--- src/design/assert_macros.svh ---
// ----------------------------------------------------------------------------
// assert_macros.svh
// Shared concurrent assertion macros for the starfield generator.
// ----------------------------------------------------------------------------
`ifndef ASSERT_MACROS_SVH
`define ASSERT_MACROS_SVH

// Same-cycle implication, disabled while reset is asserted.
`define ASSERT_IMPLIES(label, clk, rst_n, ante, cons) \
  label: assert property (@(posedge clk) disable iff (!(rst_n)) (ante) |-> (cons)) \
    else $error("assertion failed: same-cycle implication");

// Next-cycle implication, disabled while reset is asserted.
`define ASSERT_IMPLIES_NEXT(label, clk, rst_n, ante, cons) \
  label: assert property (@(posedge clk) disable iff (!(rst_n)) (ante) |=> (cons)) \
    else $error("assertion failed: next-cycle implication");

`endif

--- src/design/lsg_pkg.sv ---
// ----------------------------------------------------------------------------
// lsg_pkg
// Types, raster constants and register indexes for the starfield generator.
// ----------------------------------------------------------------------------
package lsg_pkg;

  // Raster geometry.
  localparam int SCREEN_COLS = 288;
  localparam int SCREEN_ROWS = 224;
  localparam int COL_W       = 9;
  localparam int ROW_W       = 8;
  localparam int LFSR_W      = 16;
  localparam int PEN_W       = 6;

  localparam logic [COL_W-1:0] COL_LAST = COL_W'(SCREEN_COLS - 1);
  localparam logic [ROW_W-1:0] ROW_LAST = ROW_W'(SCREEN_ROWS - 1);

  // Star pattern constants.
  localparam logic [LFSR_W-1:0] PAT_BASE = 16'h3fc0;
  localparam logic [LFSR_W-1:0] PAT_MASK = 16'hffc0;
  localparam int                PAT_A_BIT = 14;
  localparam int                PAT_B_BIT = 15;

  // Configuration port.
  localparam int CFG_ADDR_W = 3;
  localparam int CFG_DATA_W = 16;

  localparam logic [CFG_ADDR_W-1:0] CFG_STARS_ENABLE   = 3'd0;
  localparam logic [CFG_ADDR_W-1:0] CFG_FEEDBACK_START = 3'd1;
  localparam logic [CFG_ADDR_W-1:0] CFG_SET_A_SELECT   = 3'd2;
  localparam logic [CFG_ADDR_W-1:0] CFG_SET_B_SELECT   = 3'd3;
  localparam logic [CFG_ADDR_W-1:0] CFG_LFSR_SEED      = 3'd4;
  localparam logic [CFG_ADDR_W-1:0] CFG_CLIP_MIN_ROW   = 3'd5;
  localparam logic [CFG_ADDR_W-1:0] CFG_CLIP_MAX_ROW   = 3'd6;

  localparam logic [ROW_W-1:0] CLIP_MAX_RESET = 8'd223;

  // Configuration register file contents.
  typedef struct packed {
    logic              stars_enable;
    logic              feedback_start;
    logic              set_a_select;
    logic              set_b_select;
    logic [LFSR_W-1:0] lfsr_seed;
    logic [ROW_W-1:0]  clip_min_row;
    logic [ROW_W-1:0]  clip_max_row;
  } lsg_cfg_t;

  // Star decision for one pixel.
  typedef struct packed {
    logic             write;
    logic [PEN_W-1:0] pen;
  } lsg_star_t;

endpackage

--- src/design/lsg_star_unit.sv ---
// ----------------------------------------------------------------------------
// lsg_star_unit
// One LFSR step with star pattern match and row clipping.
// ----------------------------------------------------------------------------
module lsg_star_unit (
  input  lsg_pkg::lsg_cfg_t                cfg_i,
  input  logic                             active_i,
  input  logic [lsg_pkg::LFSR_W-1:0]       shift_i,
  input  logic                             feedback_i,
  input  logic [lsg_pkg::ROW_W-1:0]        row_i,
  output logic [lsg_pkg::LFSR_W-1:0]       shift_o,
  output logic                             feedback_o,
  output lsg_pkg::lsg_star_t               star_o
);

  logic                        step;
  logic                        new_bit;
  logic [lsg_pkg::LFSR_W-1:0]  stepped;
  logic [lsg_pkg::LFSR_W-1:0]  top;
  logic [lsg_pkg::LFSR_W-1:0]  pat_a;
  logic [lsg_pkg::LFSR_W-1:0]  pat_b;
  logic                        hit;
  logic                        in_clip;

  // The LFSR only advances inside a frame with the starfield on.
  assign step    = active_i & cfg_i.stars_enable;
  assign new_bit = ~(shift_i[4] ^ feedback_i);
  assign stepped = {shift_i[lsg_pkg::LFSR_W-2:0], new_bit};

  assign shift_o    = step ? stepped : shift_i;
  assign feedback_o = step ? shift_i[lsg_pkg::LFSR_W-1] : feedback_i;

  // Compare the upper ten bits against both star patterns.
  always_comb begin
    pat_a = lsg_pkg::PAT_BASE;
    pat_b = lsg_pkg::PAT_BASE;
    pat_a[lsg_pkg::PAT_A_BIT] = cfg_i.set_a_select;
    pat_b[lsg_pkg::PAT_B_BIT] = cfg_i.set_b_select;
  end

  assign top     = stepped & lsg_pkg::PAT_MASK;
  assign hit     = (top == pat_a) || (top == pat_b);
  assign in_clip = (row_i >= cfg_i.clip_min_row) && (row_i <= cfg_i.clip_max_row);

  assign star_o.write = step & hit & in_clip;
  assign star_o.pen   = star_o.write ? stepped[lsg_pkg::PEN_W-1:0] : '0;

endmodule

--- src/design/lfsr_starfield_generator.sv ---
// A result appears on the master side in the cycle after its tick is accepted.
// One tick per cycle when not stalled; LFSR and raster registers update in one pass.
// The slave side stays ready while the result register is empty or being drained.
// Reset clears the LFSR, feedback bit, raster position, frame flag and valid flag;
// configuration resets to zero except the last clip row, which resets to 223.
// ----------------------------------------------------------------------------
// lfsr_starfield_generator
// Per-pixel starfield generator driven by an LFSR over a fixed raster.
// ----------------------------------------------------------------------------
`include "assert_macros.svh"

module lfsr_starfield_generator (
  input  logic                                clk_i,
  input  logic                                rst_ni,
  // Configuration write port.
  input  logic                                cfg_we_i,
  input  logic [lsg_pkg::CFG_ADDR_W-1:0]      cfg_addr_i,
  input  logic [lsg_pkg::CFG_DATA_W-1:0]      cfg_wdata_i,
  // Tick stream.
  input  logic                                s_axis_tvalid,
  output logic                                s_axis_tready,
  input  logic [7:0]                          s_axis_tdata,  // [0] frame_start, rest zero
  // Pixel stream.
  output logic                                m_axis_tvalid,
  input  logic                                m_axis_tready,
  // [8:0] pixel_x, [16:9] pixel_y, [17] star_write, [23:18] star_pen
  output logic [23:0]                         m_axis_tdata,
  output logic                                m_axis_tlast
);

  lsg_pkg::lsg_cfg_t              cfg_q;
  logic [lsg_pkg::LFSR_W-1:0]     shift_q, shift_d, shift_cur;
  logic                           feedback_q, feedback_d, feedback_cur;
  logic [lsg_pkg::COL_W-1:0]      col_q, col_d, col_cur;
  logic [lsg_pkg::ROW_W-1:0]      row_q, row_d, row_cur;
  logic                           active_q, active_d, active_cur;
  logic                           frame_start;
  logic                           accept;
  logic                           last;
  lsg_pkg::lsg_star_t             star;

  logic                           out_valid_q;
  logic [23:0]                    out_data_q;
  logic                           out_last_q;

  logic                           chk_idle;
  logic                           chk_hold;
  logic                           chk_no_star;

  // Configuration register writes.
  always_ff @(posedge clk_i or negedge rst_ni) begin
    if (!rst_ni) begin
      cfg_q <= '{1'b0, 1'b0, 1'b0, 1'b0, 16'd0, 8'd0, lsg_pkg::CLIP_MAX_RESET};
    end else if (cfg_we_i) begin
      unique case (cfg_addr_i)
        lsg_pkg::CFG_STARS_ENABLE:   cfg_q.stars_enable   <= cfg_wdata_i[0];
        lsg_pkg::CFG_FEEDBACK_START: cfg_q.feedback_start <= cfg_wdata_i[0];
        lsg_pkg::CFG_SET_A_SELECT:   cfg_q.set_a_select   <= cfg_wdata_i[0];
        lsg_pkg::CFG_SET_B_SELECT:   cfg_q.set_b_select   <= cfg_wdata_i[0];
        lsg_pkg::CFG_LFSR_SEED:      cfg_q.lfsr_seed      <= cfg_wdata_i;
        lsg_pkg::CFG_CLIP_MIN_ROW:   cfg_q.clip_min_row   <= cfg_wdata_i[lsg_pkg::ROW_W-1:0];
        lsg_pkg::CFG_CLIP_MAX_ROW:   cfg_q.clip_max_row   <= cfg_wdata_i[lsg_pkg::ROW_W-1:0];
        default: ;
      endcase
    end
  end

  // Handshake: take a tick whenever the result register is free or draining.
  assign s_axis_tready = !out_valid_q || m_axis_tready;
  assign accept        = s_axis_tvalid && s_axis_tready;
  assign frame_start   = s_axis_tdata[0];

  // A frame start reloads the state before the pixel is processed.
  assign shift_cur    = frame_start ? cfg_q.lfsr_seed : shift_q;
  assign feedback_cur = frame_start ? cfg_q.feedback_start : feedback_q;
  assign col_cur      = frame_start ? '0 : col_q;
  assign row_cur      = frame_start ? '0 : row_q;
  assign active_cur   = frame_start | active_q;

  lsg_star_unit u_star (
    .cfg_i      (cfg_q),
    .active_i   (active_cur),
    .shift_i    (shift_cur),
    .feedback_i (feedback_cur),
    .row_i      (row_cur),
    .shift_o    (shift_d),
    .feedback_o (feedback_d),
    .star_o     (star)
  );

  // Raster position advance.
  assign last = active_cur && (col_cur == lsg_pkg::COL_LAST) && (row_cur == lsg_pkg::ROW_LAST);

  always_comb begin
    col_d    = col_cur;
    row_d    = row_cur;
    active_d = active_cur;
    if (active_cur) begin
      priority if (last) begin
        col_d    = '0;
        row_d    = '0;
        active_d = 1'b0;
      end else if (col_cur >= lsg_pkg::COL_LAST) begin
        col_d = '0;
        row_d = row_cur + lsg_pkg::ROW_W'(1);
      end else begin
        col_d = col_cur + lsg_pkg::COL_W'(1);
      end
    end
  end

  // State registers advance on every accepted transaction.
  always_ff @(posedge clk_i or negedge rst_ni) begin
    if (!rst_ni) begin
      shift_q    <= '0;
      feedback_q <= 1'b0;
      col_q      <= '0;
      row_q      <= '0;
      active_q   <= 1'b0;
    end else if (accept) begin
      shift_q    <= shift_d;
      feedback_q <= feedback_d;
      col_q      <= col_d;
      row_q      <= row_d;
      active_q   <= active_d;
    end
  end

  // Result register valid flag.
  always_ff @(posedge clk_i or negedge rst_ni) begin
    if (!rst_ni) begin
      out_valid_q <= 1'b0;
    end else if (s_axis_tready) begin
      out_valid_q <= s_axis_tvalid;
    end
  end

  // Result register payload.
  always_ff @(posedge clk_i) begin
    if (accept) begin
      out_data_q <= {star.pen, star.write, row_cur, col_cur};
      out_last_q <= last;
    end
  end

  assign m_axis_tvalid = out_valid_q;
  assign m_axis_tdata  = out_data_q;
  assign m_axis_tlast  = out_last_q;

  // Conditions watched by the checks below.
  assign chk_idle    = accept && !active_q && !frame_start;
  assign chk_hold    = accept && !frame_start && !cfg_q.stars_enable;
  assign chk_no_star = out_valid_q && !out_data_q[17];

  // Checks on the frame and LFSR control.
  `ASSERT_IMPLIES_NEXT(a_last_ends_frame, clk_i, rst_ni, accept && last, !active_q)
  `ASSERT_IMPLIES_NEXT(a_idle_pixel_zero, clk_i, rst_ni, chk_idle, m_axis_tdata == 24'd0 && !m_axis_tlast)
  `ASSERT_IMPLIES_NEXT(a_lfsr_holds_disabled, clk_i, rst_ni, chk_hold, shift_q == $past(shift_q))
  `ASSERT_IMPLIES(a_pen_zero_no_star, clk_i, rst_ni, chk_no_star, out_data_q[23:18] == 6'd0)

endmodule
--- config.mk ---
export PLATFORM = sky130hd
export DESIGN_NAME = lfsr_starfield_generator
export DESIGN_NICKNAME = d
export VERILOG_FILES = /design/src/design/lsg_pkg.sv /design/src/design/lsg_star_unit.sv /design/src/design/lfsr_starfield_generator.sv
export VERILOG_INCLUDE_DIRS = /design/src /design/src/design
export SDC_FILE = /design/constraint.sdc
export NUM_CORES = 1
export LEC_CHECK = 0
export BUFFER_PORTS_ARGS = -buffer_cell sky130_fd_sc_hd__buf_2
export CAP_MARGIN = 20
export CORE_UTILIZATION = 49
export DETAILED_ROUTE_END_ITERATION = 8
export PLACE_DENSITY = 0.72
export SLEW_MARGIN = 25
export SYNTH_ARGS = -nofsm -noshare
export SYNTH_HDL_FRONTEND = slang
export SYNTH_SLANG_ARGS = --single-unit
--- constraint.sdc ---
create_clock -name clk_i -period 2 [get_ports clk_i]
set_input_delay 0 -clock clk_i [delete_from_list [all_inputs] [get_ports clk_i]]
set_output_delay 0 -clock clk_i [all_outputs]
set_load 0.01 [all_outputs]
==> flow_metrics.env <==
export IMPL_drv_cap=0
export IMPL_antenna_found_initial=0
export IMPL_cp_required_ns=2.12
export IMPL_stdcell_count=703
export IMPL_synth_area_per_cell_um2=10.95
export IMPL_dp_slack_ns=-0.04747
export IMPL_drive_above_1_share_pct=35.61
export IMPL_final_nets=613
export IMPL_finalHoldViolations=0
export IMPL_syn_to_final_growth_pct=26.70
export IMPL_cp_slowest_cell="dfrtp_1"
export IMPL_critPathKind="reg -> reg"
export IMPL_skew_ns=0.01055
export IMPL_synth_top_cell_area_share_pct=32.44
export IMPL_drv_slew=0
export IMPL_dr_total_vias=3908
export IMPL_end_kind="flop"
export IMPL_worstMarginPinSlew_ns=0.5280
export IMPL_io_buffer_count=51
export IMPL_dieArea_um2=10640
export IMPL_grt_usage_pct=24.17
export IMPL_dieWidth_um=103.2
export IMPL_syn_num_nets=506
export IMPL_first_iter_violations=201
export IMPL_synthTopCellsByArea="dfrtp_1, edfxtp_1, mux2_2"
export IMPL_start_kind="flop"
export IMPL_p_per_area_nw_per_um2=813.6
export IMPL_synth_edf_count=25
export IMPL_dr_pass1_iters=5
export IMPL_antenna_cells=0
export IMPL_insertion_delay_ns=0.37
export IMPL_design_area_um2=6352
export IMPL_synth_most_common_cell="dfrtp_1"
export IMPL_clk_path_buf_depth=2
export IMPL_cp_arrival_ns=2.06
export IMPL_synth_main_ff_cell="dfrtp_1"
export IMPL_grt_overflow_total=0
export IMPL_ys_top_cells_by_count="dfrtp_1, nand2_1, mux2_2"
export IMPL_dpl_hpwl_um=8367
export IMPL_vias_per_cell=5.559
export IMPL_fmax_mhz=515.8
export IMPL_crit_chain="nor2b_4 -> ha_4 -> nand4_1 -> nor2_1 -> and2_4 -> o311ai_4 -> buf_6 -> nor3_2"
export IMPL_maxSlewHeadroom_pct=64.61
export IMPL_start_util_pct=50.82
export IMPL_postRouteAntennaNets=0
export IMPL_dpl_cell_count=661
export IMPL_fin_crit_ns=1.939
export IMPL_ir_worst_vdd_uv=532.3
export IMPL_cts_tree="built"
export IMPL_grt_pass1_vias=3817
export IMPL_grt_max_degree=73
export IMPL_coreArea_um2=9864
export IMPL_timing_final_crit_share_pct=96.93
export IMPL_status="finished clean"
export IMPL_cts_buffers=9
export IMPL_grt_pass1_wl_um=19180
export IMPL_die_y_um=103.2
export IMPL_clkTransAtPathRegs_ns=0.10
export IMPL_htree_num_levels=3
export IMPL_cts_root_buffer="clkbuf_8"
export IMPL_finalSetupViolCount=0
export IMPL_syn_area_um2=5014
export IMPL_drc=0
export IMPL_yosys_area_top_type="dfrtp_1"
export IMPL_synth_cell_types=62
export IMPL_cts_sinks=97
export IMPL_grt_setup_unrepaired="yes"
export IMPL_final_util_pct=64.40
export IMPL_routabilityCongestion=0.9233
export IMPL_worst_slack_ns=0.06135
export IMPL_crit_path_max_fanout=5
export IMPL_hp_class="in -> reg"
export IMPL_dpl_cell_area_um2=5733
export IMPL_synth_warnings=0
export IMPL_wl_per_cell_um=17.02
export IMPL_row_count=36
export IMPL_ys_ff_latch=97
export IMPL_seq_area_frac_synth_pct=51.09
export IMPL_finalSetupTns_ns=0
export IMPL_io_pins=59
export IMPL_wl_um=11960
export IMPL_syn_inst=458
export IMPL_p_leak_nw=2.745
export IMPL_cp_slowest_stage_delay_ns=0.36
export IMPL_async_reset_ff_share_pct=74.23
cell type report:
class	count	area (um^2)
Inverter	29	112.6
Clock inverter	5	37.54
Multi-Input combinational cell	314	2504
Timing Repair Buffer	114	829.5
Fill cell	793	3512
Sequential cell	97	2561
Clock buffer	11	141.4
Tap cell	133	166.4
repair_timing:
action	CTS	global route
pin swaps	7	14
hold buffers	19	0
endpoints found under the hold margin	109	0
setup endpoints to repair	6	12
setup buffers	2	5
gates resized for setup	7	32
layout by cell type (no fill, tap or decap), types with 7 or more instances in the layout:
master,synthesis,routed
mux2i_1,20,19
dlygate4sd3_1,0,19
o22a_1,7,7
buf_4,1,39
edfxtp_1,25,25
dfstp_2,7,7
ha_1,16,10
nand2_1,39,35
buf_2,6,51
nor3_1,17,12
dfrtp_1,65,65
inv_1,28,23
mux2_2,37,37
clkbuf_8,0,10
nor2_1,29,27
o21ai_0,26,25
a21oi_1,22,18
power by group:
group / leakage, nW / switching (W) / internal (W)
Clock: 0.0946 / 0.000699 / 0.000497
Combinational: 1.53 / 0.000631 / 0.000635
Sequential: 1.12 / 0.000305 / 0.00240
metrics by stage:
| stage | total power, W | hold slack, ns |
|---|---|---|
| floorplan | 0.003466 | -0.2956 |
| global placement | 0.003815 | 0.05982 |
| detailed placement | 0.003876 | 0.06381 |
| CTS | 0.005114 | 0.04062 |
| global route | 0.005461 | 0.03228 |
| finish | 0.005168 | 0.05113 |
cell families (layout without fill, tap and decap cells):
kind of cell | after synthesis | after routing | synth area share [%]
DFF | 97 | 97 | 51.09
and+or+nand+nor | 141 | 141 | 15.32
AOI/OAI and AO/OA | 97 | 97 | 12.85
adders and majority gates | 17 | 17 | 4.193
muxes | 57 | 57 | 12.30
xor gates and xnor gates | 2 | 2 | 0.3495
buffers and inverters | 47 | 159 | 3.893
routing by layer:
layer,part of all wire (%),vias up,track usage [%]
li1,-,1880,-
met1,46,1925,32.05
met2,49,90,39.69
met3,3.8,13,4.949
met4,1.2,0,8.017
met5,0,-,0
sequential cells by signal (all words and copies together) (netlist names):
name           flops
cfg_q             36
m_axis_tlast       1
m_axis_tdata      24
feedback_q         1
active_q           1
row_q              8
shift_q           16
col_q              9
m_axis_tvalid      1
final timing paths:
check	from	to	slack [ns]	cells past startpoint
min reg2reg	shift_q[5]$_DFFE_PN0P_	shift_q[5]$_DFFE_PN0P_	0.48	2
max	row_q[7]$_DFFE_PN0P_	m_axis_tdata[22]$_SDFFCE_PN0P_	0.06	8
min	s_axis_tdata[0]	m_axis_tdata[2]$_DFFE_PP_	0.05	2
max in group asynchronous	rst_ni	cfg_q[4]$_DFFE_PN1P_	1.47	3
max reg2reg	row_q[7]$_DFFE_PN0P_	m_axis_tdata[22]$_SDFFCE_PN0P_	0.06	8
min in group asynchronous	rst_ni	row_q[7]$_DFFE_PN0P_	0.17	3
critical path: cells and delay by family, from the launching register on:
family	cells	cell delay (ns)
compound gates	1	0.30
buf+inv	1	0.17
flops	1	0.36
fa+ha+maj	1	0.25
simple gates	5	0.62
Note: power is estimated with default switching activity, not from simulation.
